### src/assert_macros.svh
// ---------------------------------------------------------------------------
// Assertion macros
// ---------------------------------------------------------------------------
`ifndef ASSERT_MACROS_SVH
`define ASSERT_MACROS_SVH

// Implication checked every clock, disabled during reset.
`define ASSERT_IMPL(label, clk, rst_n, ante, cons) \
  label: assert property (@(posedge clk) disable iff (!rst_n) (ante) |-> (cons)) \
    else $error("assertion failed");

// Next-cycle implication, disabled during reset.
`define ASSERT_NEXT(label, clk, rst_n, ante, cons) \
  label: assert property (@(posedge clk) disable iff (!rst_n) (ante) |=> (cons)) \
    else $error("assertion failed");

`endif

### src/stfp_pkg.sv
// ---------------------------------------------------------------------------
// stfp_pkg
// Types and constants shared by the sensor text frame parser.
// ---------------------------------------------------------------------------
package stfp_pkg;

  localparam int unsigned WinLen = 14;
  localparam int unsigned NumFields = 7;
  localparam int unsigned NumKeys = 8;

  localparam logic [7:0] ChNl    = 8'd10;
  localparam logic [7:0] ChSpace = 8'd32;
  localparam logic [7:0] ChColon = 8'd58;
  localparam logic [7:0] ChPlus  = 8'd43;
  localparam logic [7:0] ChMinus = 8'd45;
  localparam logic [7:0] ChZero  = 8'd48;
  localparam logic [7:0] ChLowX  = 8'd120;
  localparam logic [7:0] ChUpX   = 8'd88;

  // marker text, first character in the top byte
  localparam logic [WinLen*8-1:0] StartMark = {"--[new", "_line]--"};
  localparam logic [WinLen*8-1:0] StopMark  = {"--[end", "_line]--"};

  // key texts, right aligned in the window compare
  localparam logic [WinLen*8-1:0] KeyText [NumKeys] = '{
    {88'd0, "CRC"}, {64'd0, "PM 1.0"}, {64'd0, "PM 2.5"}, {56'd0, "PM 10.0"},
    {40'd0, "CO2 Level"}, {24'd0, "Temperature"}, {48'd0, "Humidity"},
    {24'd0, "Radiation: "}
  };
  localparam logic [3:0] KeyLen [NumKeys] = '{
    4'd3, 4'd6, 4'd6, 4'd7, 4'd9, 4'd11, 4'd8, 4'd11
  };

  typedef struct packed {
    logic [7:0] data_byte;
    logic       chunk_end;
  } in_item_t;

  typedef struct packed {
    logic signed [31:0] pm_one;
    logic signed [31:0] pm_two_five;
    logic signed [31:0] pm_ten;
    logic signed [31:0] co2_level;
    logic signed [31:0] temperature;
    logic signed [31:0] humidity;
    logic signed [31:0] radiation;
    logic [15:0]        received_sum;
    logic               sum_matches;
    logic               record_accepted;
  } out_item_t;

  typedef enum logic [1:0] {
    LineNone,
    LineStart,
    LineStop,
    LineData
  } line_kind_e;

  // one finished line, handed from the scanner to the record stage
  typedef struct packed {
    logic               valid;
    line_kind_e         kind;
    logic               is_crc;
    logic               crc_ok;
    logic [15:0]        crc_val;
    logic               dec_ok;
    logic [2:0]         field;
    logic               has_field;
    logic signed [31:0] dec_val;
    logic               chunk_end;
  } line_evt_t;

  function automatic logic is_ws(input logic [7:0] c);
    return (c == 8'd32) || (c >= 8'd9 && c <= 8'd13);
  endfunction

  function automatic logic is_dec(input logic [7:0] c);
    return c >= 8'd48 && c <= 8'd57;
  endfunction

  function automatic logic [4:0] hex_val(input logic [7:0] c);
    logic [7:0] t;
    t = 8'd0;
    if (c >= 8'd48 && c <= 8'd57) begin
      t = c - 8'd48;
      return {1'b1, t[3:0]};
    end else if (c >= 8'd97 && c <= 8'd102) begin
      t = c - 8'd87;
      return {1'b1, t[3:0]};
    end else if (c >= 8'd65 && c <= 8'd70) begin
      t = c - 8'd55;
      return {1'b1, t[3:0]};
    end
    return 5'd0;
  endfunction

endpackage

### src/stfp_line_scan.sv
// ---------------------------------------------------------------------------
// stfp_line_scan
// Front part: shifts bytes into the line window, tracks keys, separator and
// the decimal and hex readings, and emits one event per finished line.
// ---------------------------------------------------------------------------
module stfp_line_scan (
  input  logic                clk_i,
  input  logic                rst_ni,
  input  logic                in_valid_i,
  input  stfp_pkg::in_item_t  in_item_i,
  input  logic                stopped_i,
  output stfp_pkg::line_evt_t evt_o
);

  localparam int unsigned WinBits = stfp_pkg::WinLen * 8;

  typedef enum logic [2:0] {
    DecWs, DecSign, DecDigits, DecDone, DecBad
  } dec_phase_e;

  typedef enum logic [2:0] {
    HexWs, HexSign, HexZero, HexPrefix, HexDigits, HexEnd, HexBad
  } hex_phase_e;

  logic [WinBits-1:0] win_q, win_d;
  logic [4:0]         len_q, len_d;
  logic [7:0]         keys_q, keys_d;
  logic               sep_q, sep_d;
  dec_phase_e         dph_q, dph_d;
  logic [32:0]        dacc_q, dacc_d;
  logic               derr_q, derr_d;
  logic               dneg_q, dneg_d;
  hex_phase_e         hph_q, hph_d;
  logic [15:0]        hacc_q, hacc_d;
  logic [4:0]         hcnt_q, hcnt_d;
  logic               hneg_q, hneg_d;

  logic [7:0]   c;
  logic [4:0]   hv;
  logic [36:0]  dmul;
  logic         fin;
  logic [WinBits-1:0] wfin;
  logic [4:0]   lfin;
  logic [7:0]   kfin;
  logic         sfin, dokf, hokf, dnegf, hnegf;
  dec_phase_e   dphf;
  hex_phase_e   hphf;
  logic [32:0]  daccf;
  logic         derrf;
  logic [15:0]  haccf;
  logic [4:0]   hcntf;
  logic [31:0]  dv;
  stfp_pkg::line_evt_t evt_d;

  function automatic logic win_match(input logic [WinBits-1:0] w, input logic [4:0] l,
                                     input int unsigned k);
    logic [WinBits-1:0] mask;
    mask = '0;
    for (int i = 0; i < int'(stfp_pkg::WinLen); i++) begin
      if (i < int'(stfp_pkg::KeyLen[k])) mask[i*8 +: 8] = 8'hFF;
    end
    return (l >= {1'b0, stfp_pkg::KeyLen[k]}) &&
           ((w & mask) == stfp_pkg::KeyText[k]);
  endfunction

  assign c  = in_item_i.data_byte;
  assign hv = stfp_pkg::hex_val(c);

  always_comb begin
    win_d = win_q; len_d = len_q; keys_d = keys_q; sep_d = sep_q;
    dph_d = dph_q; dacc_d = dacc_q; derr_d = derr_q; dneg_d = dneg_q;
    hph_d = hph_q; hacc_d = hacc_q; hcnt_d = hcnt_q; hneg_d = hneg_q;
    fin = 1'b0;
    dmul = 37'd0;
    if (in_valid_i && !stopped_i) begin
      if (c == stfp_pkg::ChNl) begin
        fin = 1'b1;
      end else begin
        win_d = {win_q[WinBits-9:0], c};
        if (len_q != 5'd31) len_d = len_q + 5'd1;
        if (sep_q) begin
          dmul = {4'd0, dacc_q} * 37'd10 + {29'd0, c - stfp_pkg::ChZero};
          unique case (dph_q)
            DecWs: begin
              if (stfp_pkg::is_ws(c)) begin
              end else if (c == stfp_pkg::ChPlus || c == stfp_pkg::ChMinus) begin
                dneg_d = (c == stfp_pkg::ChMinus); dph_d = DecSign;
              end else if (stfp_pkg::is_dec(c)) begin
                dacc_d = dmul[32:0]; dph_d = DecDigits;
              end else dph_d = DecBad;
            end
            DecSign: begin
              if (stfp_pkg::is_dec(c)) begin
                dacc_d = dmul[32:0]; dph_d = DecDigits;
              end else dph_d = DecBad;
            end
            DecDigits: begin
              if (stfp_pkg::is_dec(c)) begin
                if (!derr_q) begin
                  dacc_d = dmul[32:0];
                  if (dmul > 37'h080000000) derr_d = 1'b1;
                end
              end else dph_d = DecDone;
            end
            default: ;
          endcase
          unique case (hph_q)
            HexWs, HexSign: begin
              if (hph_q == HexWs && stfp_pkg::is_ws(c)) begin
              end else if (hph_q == HexWs &&
                           (c == stfp_pkg::ChPlus || c == stfp_pkg::ChMinus)) begin
                hneg_d = (c == stfp_pkg::ChMinus); hph_d = HexSign;
              end else if (c == stfp_pkg::ChZero) hph_d = HexZero;
              else if (hv[4]) begin
                if (hcnt_q != 5'd17) hcnt_d = hcnt_q + 5'd1;
                hacc_d = {hacc_q[11:0], hv[3:0]}; hph_d = HexDigits;
              end else hph_d = HexBad;
            end
            HexZero: begin
              if (c == stfp_pkg::ChLowX || c == stfp_pkg::ChUpX) hph_d = HexPrefix;
              else if (hv[4]) begin
                if (hcnt_q != 5'd0 || hv[3:0] != 4'd0) begin
                  if (hcnt_q != 5'd17) hcnt_d = hcnt_q + 5'd1;
                  hacc_d = {hacc_q[11:0], hv[3:0]};
                end
                hph_d = HexDigits;
              end else hph_d = HexEnd;
            end
            HexPrefix, HexDigits: begin
              if (hv[4]) begin
                if (hcnt_q != 5'd0 || hv[3:0] != 4'd0) begin
                  if (hcnt_q != 5'd17) hcnt_d = hcnt_q + 5'd1;
                  hacc_d = {hacc_q[11:0], hv[3:0]};
                end
                hph_d = HexDigits;
              end else hph_d = HexEnd;
            end
            default: ;
          endcase
        end else if (c == stfp_pkg::ChSpace && len_q != 5'd0 &&
                     win_q[7:0] == stfp_pkg::ChColon) begin
          sep_d = 1'b1;
        end
        for (int k = 0; k < int'(stfp_pkg::NumKeys); k++) begin
          if (win_match(win_d, len_d, k)) keys_d[k] = 1'b1;
        end
      end
    end
    // chunk end always clears the line, stopped frame or not
    if (in_valid_i && in_item_i.chunk_end) fin = 1'b1;
    wfin = win_d; lfin = len_d; kfin = keys_d; sfin = sep_d;
    dphf = dph_d; daccf = dacc_d; derrf = derr_d; dnegf = dneg_d;
    hphf = hph_d; haccf = hacc_d; hcntf = hcnt_d; hnegf = hneg_d;
    if (fin) begin
      win_d = '0; len_d = '0; keys_d = '0; sep_d = 1'b0;
      dph_d = DecWs; dacc_d = '0; derr_d = 1'b0; dneg_d = 1'b0;
      hph_d = HexWs; hacc_d = '0; hcnt_d = '0; hneg_d = 1'b0;
    end
  end

  always_comb begin
    evt_d = '0;
    dokf = (dphf == DecDigits || dphf == DecDone) && !derrf &&
           (dnegf || daccf <= 33'h07FFFFFFF);
    hokf = (hphf == HexZero || hphf == HexPrefix || hphf == HexDigits ||
            hphf == HexEnd) && hcntf <= 5'd16;
    dv = dnegf ? (32'd0 - daccf[31:0]) : daccf[31:0];
    evt_d.valid = fin;
    evt_d.chunk_end = in_valid_i && in_item_i.chunk_end;
    if (lfin == 5'd14 && wfin == stfp_pkg::StartMark) evt_d.kind = stfp_pkg::LineStart;
    else if (lfin == 5'd14 && wfin == stfp_pkg::StopMark) evt_d.kind = stfp_pkg::LineStop;
    else if (sfin) evt_d.kind = stfp_pkg::LineData;
    else evt_d.kind = stfp_pkg::LineNone;
    evt_d.is_crc = kfin[0];
    evt_d.crc_ok = hokf;
    evt_d.crc_val = hnegf ? (16'd0 - haccf) : haccf;
    evt_d.dec_ok = dokf;
    evt_d.dec_val = dv;
    evt_d.has_field = |kfin[7:1];
    evt_d.field = 3'd0;
    for (int k = int'(stfp_pkg::NumKeys) - 1; k >= 1; k--) begin
      if (kfin[k]) evt_d.field = 3'(k - 1);
    end
  end

  always_ff @(posedge clk_i or negedge rst_ni) begin
    if (!rst_ni) begin
      win_q <= '0; len_q <= '0; keys_q <= '0; sep_q <= 1'b0;
      dph_q <= DecWs; dacc_q <= '0; derr_q <= 1'b0; dneg_q <= 1'b0;
      hph_q <= HexWs; hacc_q <= '0; hcnt_q <= '0; hneg_q <= 1'b0;
      evt_o <= '0;
    end else begin
      win_q <= win_d; len_q <= len_d; keys_q <= keys_d; sep_q <= sep_d;
      dph_q <= dph_d; dacc_q <= dacc_d; derr_q <= derr_d; dneg_q <= dneg_d;
      hph_q <= hph_d; hacc_q <= hacc_d; hcnt_q <= hcnt_d; hneg_q <= hneg_d;
      evt_o <= evt_d;
    end
  end

endmodule

### src/stfp_record.sv
// ---------------------------------------------------------------------------
// stfp_record
// Back part: applies finished line events to the frame state and builds the
// result record at chunk end.
// ---------------------------------------------------------------------------
module stfp_record (
  input  logic                 clk_i,
  input  logic                 rst_ni,
  input  stfp_pkg::line_evt_t  evt_i,
  output logic                 stopped_o,
  output logic                 res_valid_o,
  output stfp_pkg::out_item_t  res_o
);

  logic               started_q, stopped_q;
  logic [15:0]        sum_q, crc_q;
  logic signed [31:0] fld_q [stfp_pkg::NumFields];
  logic               st_n, sp_n;
  logic [15:0]        sum_n, crc_n;
  logic signed [31:0] fld_n [stfp_pkg::NumFields];
  stfp_pkg::out_item_t res_d;

  always_comb begin
    st_n = started_q; sp_n = stopped_q; sum_n = sum_q; crc_n = crc_q;
    for (int i = 0; i < int'(stfp_pkg::NumFields); i++) fld_n[i] = fld_q[i];
    if (evt_i.valid && !stopped_q) begin
      unique case (evt_i.kind)
        stfp_pkg::LineStart: st_n = 1'b1;
        stfp_pkg::LineStop:  sp_n = 1'b1;
        stfp_pkg::LineData: begin
          if (started_q) begin
            if (evt_i.is_crc) begin
              if (evt_i.crc_ok) crc_n = evt_i.crc_val;
            end else if (evt_i.has_field && evt_i.dec_ok) begin
              fld_n[evt_i.field] = evt_i.dec_val;
              sum_n = sum_q + evt_i.dec_val[15:0];
            end
          end
        end
        default: ;
      endcase
    end
    res_d.pm_one = fld_n[0];
    res_d.pm_two_five = fld_n[1];
    res_d.pm_ten = fld_n[2];
    res_d.co2_level = fld_n[3];
    res_d.temperature = fld_n[4];
    res_d.humidity = fld_n[5];
    res_d.radiation = fld_n[6];
    res_d.received_sum = crc_n;
    res_d.sum_matches = (sum_n == crc_n);
    res_d.record_accepted = (fld_n[3] != 32'sd0);
  end

  // the frame state clears at the end of this cycle on a chunk end
  assign stopped_o = stopped_q && !evt_i.chunk_end;

  always_ff @(posedge clk_i or negedge rst_ni) begin
    if (!rst_ni) begin
      started_q <= 1'b0; stopped_q <= 1'b0; sum_q <= '0; crc_q <= '0;
      for (int i = 0; i < int'(stfp_pkg::NumFields); i++) fld_q[i] <= '0;
      res_valid_o <= 1'b0;
    end else begin
      res_valid_o <= evt_i.chunk_end;
      if (evt_i.chunk_end) begin
        started_q <= 1'b0; stopped_q <= 1'b0; sum_q <= '0; crc_q <= '0;
        for (int i = 0; i < int'(stfp_pkg::NumFields); i++) fld_q[i] <= '0;
      end else begin
        started_q <= st_n; stopped_q <= sp_n; sum_q <= sum_n; crc_q <= crc_n;
        for (int i = 0; i < int'(stfp_pkg::NumFields); i++) fld_q[i] <= fld_n[i];
      end
    end
  end

  always_ff @(posedge clk_i) begin
    if (evt_i.chunk_end) res_o <= res_d;
  end

endmodule

### src/stfp_out_fifo.sv
// ---------------------------------------------------------------------------
// stfp_out_fifo
// Result queue between the record stage and the pop side.
// ---------------------------------------------------------------------------
module stfp_out_fifo #(
  parameter int unsigned Depth = 4
) (
  input  logic                clk_i,
  input  logic                rst_ni,
  input  logic                wr_i,
  input  stfp_pkg::out_item_t wdata_i,
  input  logic                rd_i,
  output stfp_pkg::out_item_t rdata_o,
  output logic                empty_o,
  output logic [$clog2(Depth+1)-1:0] count_o
);

  localparam int unsigned Aw = (Depth > 1) ? $clog2(Depth) : 1;

  stfp_pkg::out_item_t mem_q [Depth];
  logic [Aw-1:0] wp_q, rp_q;
  logic [$clog2(Depth+1)-1:0] cnt_q;

  function automatic logic [Aw-1:0] inc(input logic [Aw-1:0] p);
    return (p == Aw'(Depth - 1)) ? '0 : p + Aw'(1);
  endfunction

  assign empty_o = (cnt_q == '0);
  assign rdata_o = mem_q[rp_q];
  assign count_o = cnt_q;

  always_ff @(posedge clk_i or negedge rst_ni) begin
    if (!rst_ni) begin
      wp_q <= '0; rp_q <= '0; cnt_q <= '0;
    end else begin
      if (wr_i) wp_q <= inc(wp_q);
      if (rd_i) rp_q <= inc(rp_q);
      if (wr_i && !rd_i) cnt_q <= cnt_q + 1'b1;
      else if (rd_i && !wr_i) cnt_q <= cnt_q - 1'b1;
    end
  end

  always_ff @(posedge clk_i) begin
    if (wr_i) mem_q[wp_q] <= wdata_i;
  end

endmodule

### src/sensor_text_frame_parser.sv
// An accepted chunk-end byte passes the scanner event register, then the
// record result register. Throughput: one byte per cycle while full is
// low; full rises when stored results plus results still in flight reach
// the queue depth. Reset: asynchronous, active low; all frame and line
// state clears, queue empties.
// ---------------------------------------------------------------------------
// sensor_text_frame_parser
// Line scanner front, record back, and a result queue toward the pop side.
// ---------------------------------------------------------------------------
`include "assert_macros.svh"

module sensor_text_frame_parser #(
  parameter int unsigned QueueDepth = 4
) (
  input  logic                clk_i,
  input  logic                rst_ni,
  input  logic                push,
  output logic                full,
  input  stfp_pkg::in_item_t  in_item_i,
  output logic                empty,
  input  logic                pop,
  output stfp_pkg::out_item_t out_item_o
);

  localparam int unsigned Cw = $clog2(QueueDepth + 1);

  stfp_pkg::line_evt_t evt;
  logic                stopped, res_valid, acc, pend_q;
  logic                rd;
  stfp_pkg::out_item_t res;
  logic [Cw-1:0]       cnt;
  logic [Cw+1:0]       used;

  assign acc = push && !full;
  assign rd  = pop && !empty;

  // results in flight: event stage plus record stage
  assign used = {2'b0, cnt} + {{(Cw+1){1'b0}}, pend_q} + {{(Cw+1){1'b0}}, res_valid};
  assign full = used >= (Cw+2)'(QueueDepth);

  always_ff @(posedge clk_i or negedge rst_ni) begin
    if (!rst_ni) pend_q <= 1'b0;
    else pend_q <= acc && in_item_i.chunk_end;
  end

  stfp_line_scan u_scan (
    .clk_i      (clk_i),
    .rst_ni     (rst_ni),
    .in_valid_i (acc),
    .in_item_i  (in_item_i),
    .stopped_i  (stopped),
    .evt_o      (evt)
  );

  stfp_record u_rec (
    .clk_i       (clk_i),
    .rst_ni      (rst_ni),
    .evt_i       (evt),
    .stopped_o   (stopped),
    .res_valid_o (res_valid),
    .res_o       (res)
  );

  stfp_out_fifo #(.Depth(QueueDepth)) u_fifo (
    .clk_i   (clk_i),
    .rst_ni  (rst_ni),
    .wr_i    (res_valid),
    .wdata_i (res),
    .rd_i    (rd),
    .rdata_o (out_item_o),
    .empty_o (empty),
    .count_o (cnt)
  );

  `ASSERT_IMPL(a_no_overflow, clk_i, rst_ni, res_valid, cnt < Cw'(QueueDepth) || rd)
  `ASSERT_NEXT(a_end_to_evt, clk_i, rst_ni, acc && in_item_i.chunk_end, evt.chunk_end)
  `ASSERT_NEXT(a_evt_to_res, clk_i, rst_ni, evt.chunk_end, res_valid)

endmodule
### config.mk
export PLATFORM = sky130hd
export DESIGN_NAME = sensor_text_frame_parser
export DESIGN_NICKNAME = d
export VERILOG_FILES = /design/src/stfp_pkg.sv /design/src/stfp_line_scan.sv /design/src/stfp_record.sv /design/src/stfp_out_fifo.sv /design/src/sensor_text_frame_parser.sv
export VERILOG_INCLUDE_DIRS = /design/src /design/src/src
export SDC_FILE = /design/constraint.sdc
export NUM_CORES = 2
export LEC_CHECK = 0
export BUFFER_PORTS_ARGS = -buffer_cell sky130_fd_sc_hd__buf_2
export CORE_ASPECT_RATIO = 1.2
export CORE_UTILIZATION = 30
export DETAILED_ROUTE_END_ITERATION = 12
export PLACE_DENSITY = 0.43
export SLEW_MARGIN = 40
export SYNTH_ARGS = -nofsm -noshare
export SYNTH_HDL_FRONTEND = slang
export SYNTH_SLANG_ARGS = --single-unit
export TNS_END_PERCENT = 5
### constraint.sdc
create_clock -name clk_i -period 11.9 [get_ports clk_i]
set_input_delay 0 -clock clk_i [delete_from_list [all_inputs] [get_ports clk_i]]
set_output_delay 0 -clock clk_i [all_outputs]
set_load 0.02 [all_outputs]
After elaboration in Yosys (flattened, before gate mapping)
Memory sizes are Yosys's and may differ from the RTL's. Cells that the tools add are included.

Flip-flop bits (word level): 756. RAM bits: 968. Input bits: 13. Output and inout bits: 244. Logic and storage cells: 353. Memories kept: 1.

Memories: u_fifo.mem_q (words 4, bits a word 242, read ports 1, clocked after Yosys merged registers in 0, wr ports 1, line stfp_out_fifo.sv:20) `stfp_pkg::out_item_t mem_q [Depth];`.

Add/subtract/negate cells: 15. Multipliers: 1. Order comparisons: 20. Eq/ne operators: 39. Muxes and demuxes: 159. Bitwise logic cells: 7. Reductions and logical operators: 64.

Operators with widths (number): 224-bit 2-to-1 mux (6); 16-bit 2-to-1 mux (24); 112-bit 2-to-1 mux (3); 33-bit 2-to-1 mux (9); 224-bit bitwise mux (1); 112-bit by 110-bit == test with 1-bit output (second input constant) (2); 112-bit by 47-bit == test with 1-bit output (second input constant) (2); 112-bit by 87-bit == test with 1-bit output (second input constant) (2); 112-bit by 24-bit AND with 112-bit output (1); 112-bit by 48-bit AND with 112-bit output (1); 112-bit by 56-bit AND with 112-bit output (1); 112-bit by 64-bit AND with 112-bit output (1); 112-bit by 72-bit AND with 112-bit output (1); 112-bit by 88-bit AND with 112-bit output (1); 112-bit by 23-bit == test with 1-bit output (second input constant) (1); 112-bit by 55-bit == test with 1-bit output (second input constant) (1); 112-bit by 63-bit == test with 1-bit output (second input constant) (1); 112-bit by 71-bit == test with 1-bit output (second input constant) (1); 5-bit 2-to-1 mux (22); 33-bit one-hot mux with 3 select lines (1); 32-bit demux with 3-bit select (1); 3-bit 2-to-1 mux (25); 32-bit 2-to-1 mux (2); 1-bit 2-to-1 mux (50); 55 further kinds (145).

Depth between registers and ports, before layout
Depth after elaboration: 20. Depth in mapped cells: 21. Gate-level depth less buffers: 18.

Cells and area by module
A second synthesis with hierarchy kept.

Cells, all modules: 5029. Area, all modules: 71742.6 um^2.

By module, submodules not included: stfp_out_fifo (instances 1, cells each 1300, area each 35306.4 um^2, seq. area each 29243.0 um^2); stfp_record (instances 1, cells each 1759, area each 19797.7 um^2, seq. area each 13748.2 um^2); stfp_line_scan (instances 1, cells each 1961, area each 16550.9 um^2, seq. area each 6206.0 um^2); sensor_text_frame_parser (instances 1, cells each 9, area each 87.6 um^2, seq. area each 25.0 um^2).

Worst setup path before layout
No wires, ideal clock.

Kind: reg2reg. Start: reg u_scan.evt_o[0] (netlist bit). End: reg u_scan.evt_o[52] (netlist bit). Library setup time: 0.130 ns. Data arrival time: 8.764 ns. Required time: 11.770 ns. Path slack: 3.006 ns. Cell stages (with the launch flop): 18. Path buffers: 4. Period minus slack after synthesis: 8.894 ns. Path through: dfrtp_1 clkbuf_1 nand2b_1 nand4_1 nor2_1 nand2_1 a21o_1 a211oi_1 o21ai_1 buf_2 buf_1 clkbuf_1 a21oi_1 ha_1 inv_1 a211oi_1 a31oi_1 xnor2_1.

RTL lines: from (decl) (line stfp_line_scan.sv:12) `output stfp_pkg::line_evt_t evt_o`; from (signal assigned) (line stfp_line_scan.sv:196) `evt_o <= evt_d;`.

Worst setup path in the final report
Start: reg u_rec.res_valid_o. End: reg u_scan.evt_o[37] (netlist bit).

Word-level cells in the longest chain between the ends: 10. Elaborated cells on any way between the ends: 17. Classes of those cells: 1 x add/sub; 2 x order compare; 2 x eq/ne; 4 x mux; 8 x reduce/logical.

Ends and longest elaborated chain: from (decl) (line stfp_record.sv:11) `output logic res_valid_o,`; from (signal assigned) (line stfp_record.sv:64) `res_valid_o <= evt_i.chunk_end;`; 4-bit by 1-bit adder with 5-bit output (*) (line sensor_text_frame_parser.sv:38) `assign used = {2'b0, cnt} + {{(Cw+1){1'b0}}, pend_q} + {{(Cw+1){1'b0}}, res_valid};`; 5-bit by 3-bit greater-or-equal comparator with 1-bit output (*) (line sensor_text_frame_parser.sv:39) `assign full = used >= (Cw+2)'(QueueDepth);`; 1-bit zero test (*) (line sensor_text_frame_parser.sv:34) `assign acc = push && !full;`; 1-bit logical AND (*) (line sensor_text_frame_parser.sv:34); 1-bit logical AND (*) (line stfp_line_scan.sv:75) `if (in_valid_i && !stopped_i) begin`; branches (longest 4 deep; another with 33-bit by 31-bit <= comparator with 1-bit output); 1-bit logical AND (*) (line stfp_line_scan.sv:163) `dokf = (dphf == DecDigits || dphf == DecDone) && !derrf &&`; named net u_scan.dokf (line stfp_line_scan.sv:45) `logic sfin, dokf, hokf, dnegf, hnegf;`.

Mark *: on every way through the listed nets, which the timed path passes. A chain may end at the register's enable or synchronous reset.

==> flow_summary.ini <==
[outcome]
status = finished clean

[power]
ir_drop_v = 0.000125
intPower_mw = 11.5
power_mw = 16.5
switchingPower_mw = 5.04
p_leak_nw = 32.1
powerDensity_nw_per_um2 = 199
p_seq_frac = 0.436
p_clk_frac = 0.345
sw_frac_of_total = 0.305
pwr-share-comb = 0.219

[logic_synthesis]
synthArstFlopShare = 0.298
synth_area_um2 = 71400
ys_top_cells_by_count = 1,210 x edfxtp_1, 514 x dfrtp_1, 317 x nand2_1, 269 x nor2_1, 242 x mux4_2
synth_cell_type_count = 104
synth-seq-cells = 1724
synth_edf_count = 1210
netlist.area_leader.share = 0.509
netlist_instances = 4578
synth_ff_type = edfxtp_1
ys_warn_count = 0
yosysMostFrequentCell = edfxtp_1
synth_nets = 4705
yosysTopAreaCell = edfxtp_1
syn_area_per_cell_um2 = 15.6
ys_seq_area_frac = 0.689
synth_area_leaders = edfxtp_1 51%, dfrtp_1 18%, mux4_2 7.6%, mux2_2 3.1%, nor2b_1 2.0%

[critical_path]
cp.arrival_ns = 6.23
path_buf_inv = 2
slowest_delay_ns = 0.62
worstSetupPathType = reg2reg
cpMaxStageDelayCell = nand4_1
required_ns = 12.60
crit_path_start_kind = flip-flop
cp-end-kind = flip-flop
ff2ff_path_depth = 14
crit_fanout = 54
cp_cell_sequence = ha_1, a21oi_1, nand4_1, nor2_4, buf_4, o2111a_1, buf_4, a22oi_1, or4_1, nor4_1, nand4_1, nor4bb_1, and4b_1, nor4b_1
path_delay_family = simple AND/OR/NAND/NOR gates
crit_cells = 14

[die]
dieArea_um2 = 240000
core_um2 = 236000
die_h_um = 537
dieWidth_um = 447
rows = 195
initial_core_util = 0.303
ios = 257

[global_routing]
grt_antenna_before_repair = 30
grtUsageTotal = 0.164
grt_max_degree = 124
grt_pass1_wl_um = 292000
grt_pass1_vias = 42025
grt.overflow.total = 0

[place]
post-dp-hpwl_um = 125000
place_area_um2 = 76900
dp_cells = 7862
portBuffers = 256
place_congestion = 0.848

[clock_network]
clk_latency_ns = 0.85
postCtsSetupRepairBufs = 0
clk_pin_slew_worst_paths_ns = 0.06
cts_buffers = 189
clock_path_buffers = 4
cts_sinks = 1724
htree_num_levels = 4
root_buffer = clkbuf_16
cts_tree = done

[layout]
drive_gt1_frac = 0.221
syn_to_final_growth_pct = 16.4
fin_area_um2 = 83200
instances_no_fill = 8239
fin_nets = 5054

[route]
drt_iter0_drc = 2797
routed_wirelength_um = 200000
wire_per_inst_um = 24.2
drc = 0
via_per_inst = 4.91
ant_nets = 0
dr_total_vias = 40494
first_pass_iters = 5

[timing]
setup_viol = 0
tightest_slew_ns = 0.860
rsz0062_at_grt = false
finalCriticalPeriod_ns = 5.54
hold_viol = 0
slew_headroom = 0.427
slew_viol_final = 0
fin_skew_ns = 0.0907
tns_ns = 0
post-route-period-util = 0.465
clock.fmax_mhz = 181

[hold_path]
hold_depth = 4
hp-class = in2reg

[run]
timing.max_cap.violations = 0
-- final timing paths --
kind / startpoint / end / slack (ns)
worst max register to register: u_rec.res_valid_o / u_scan.evt_o[37] / 6.36
max in group asynchronous: rst_ni / u_rec.fld_q[184] / 10.02
min in group asynchronous: rst_ni / u_scan.win_q[24] / 0.39
worst max-delay path: u_rec.res_valid_o / u_scan.evt_o[37] / 6.36
worst min-delay path: push / u_scan.win_q[43] / 0.06
worst min register to register: u_rec.res_o[86] / u_fifo.mem_q[0][86] / 0.44
-- layer usage --
metal	global-route usage	wire length (µm)	vias to the layer above	share of wire
li1	-	-	18174	-
met1	0.211	84200	21065	0.42
met2	0.284	99500	942	0.50
met3	0.0218	8790	307	0.044
met4	0.0562	7020	6	0.035
met5	0	34	-	0.00017
-- power groups by stage --
| stage | clock [mW] | sequential (mW) | combinational [mW] |
|---|---|---|---|
| 6_report | 5.70 | 7.20 | 3.61 |
| 5_1_grt | 6.10 | 7.24 | 3.88 |
| 4_1_cts | 5.89 | 7.21 | 3.74 |
| 3_5_place_dp | 0 | 7.33 | 3.71 |
| 3_3_place_gp | 0 | 7.35 | 3.65 |
| 2_1_floorplan | 0 | 7.25 | 2.29 |
-- repair_timing --
item / in CTS / in global routing
hold buffers: 22 / 0
endpoints found under the hold margin: 301 / 0
gates resized for setup: 0 / 0
-- layout make-up --
cell class / count / area, µm²
Clock inverter: 70 / 631
Tap cell: 3152 / 3940
Sequential cell: 1724 / 49200
Inverter: 96 / 360
Multi-Input combinational cell: 2545 / 21100
Fill cell: 22582 / 153000
Clock buffer: 272 / 5320
Antenna cell: 9 / 22.5
Timing Repair Buffer: 371 / 2540
-- kinds of logic (layout without fill, tap and decap cells) --
group | count (synthesis) | after routing | synth area share
AOI/OAI and AO/OA | 553 | 553 | 0.0504
xor gates and xnor gates | 125 | 125 | 0.0154
other | 0 | 9 | 0
muxes | 510 | 510 | 0.117
buffers and inverters | 309 | 809 | 0.0166
and+or+nand+nor | 1243 | 1243 | 0.0913
adders and majority gates | 114 | 114 | 0.0204
DFF | 1724 | 1724 | 0.689
-- worst min-delay path: stages --
cell and delay (ns):
buf_2 0.15, nand4_1 0.45, nand2_1 0.10, a21oi_1 0.15
-- stage by stage --
stage | util | setup WS, ns | hold slack (ns)
after global routing | 0.352 | 5.95 | 0.0835
after global placement | 0.325 | 6.34 | 0.0174
after floorplan | - | 3.01 | -0.296
final | 0.353 | 6.36 | 0.0618
after detailed placement | 0.326 | 6.27 | 0.0289
after CTS | 0.352 | 6.25 | 0.00236
-- cells in the final DEF (no fill, tap or decap), types with 20 or more instances in the layout --
cell type      Yosys  layout
nor2_1           269     268
clkinv_1           0      25
mux2_2           196     196
dfrtp_1          514     509
nand3_1           65      63
mux4_2           242     242
a211oi_1          23      22
xor2_1            35      35
clkbuf_1         138      59
dlygate4sd3_1      0      21
clkbuf_8           0      21
a21o_1            25      24
nor2b_1          223     223
and3_1            22      20
clkbuf_16          0     192
nand2_1          317     316
buf_2             12     255
ha_1             110     110
nor4_1            39      39
xnor2_1           89      88
clkinv_2           0      25
o21ai_0           52      52
a21oi_1          234     234
nand4_1           49      49
a31oi_1           41      40
nor3_1            67      67
buf_4              0      60
edfxtp_1        1210    1210
mux2i_1           72      71
inv_1             96      96
-- flip-flops by register name (all words and copies together) (netlist names) --
register / flops
u_scan.keys_q: 8
u_scan.hacc_q: 16
u_fifo.mem_q: 968
u_rec.sum_q: 16
u_rec.res_o: 242
u_scan.dneg_q: 1
u_scan.evt_o: 59
u_scan.hcnt_q: 5
u_fifo.rp_q: 2
u_rec.fld_q: 224
u_scan.hph_q: 3
u_fifo.count_o: 3
u_rec.started_q: 1
u_fifo.wp_q: 2
u_scan.dph_q: 3
u_rec.stopped_q: 1
u_rec.crc_q: 16
u_scan.derr_q: 1
u_scan.win_q: 112
u_scan.len_q: 5
u_rec.res_valid_o: 1
u_scan.hneg_q: 1
u_scan.sep_q: 1
u_scan.dacc_q: 33
Power figures use the tool's default switching activity.
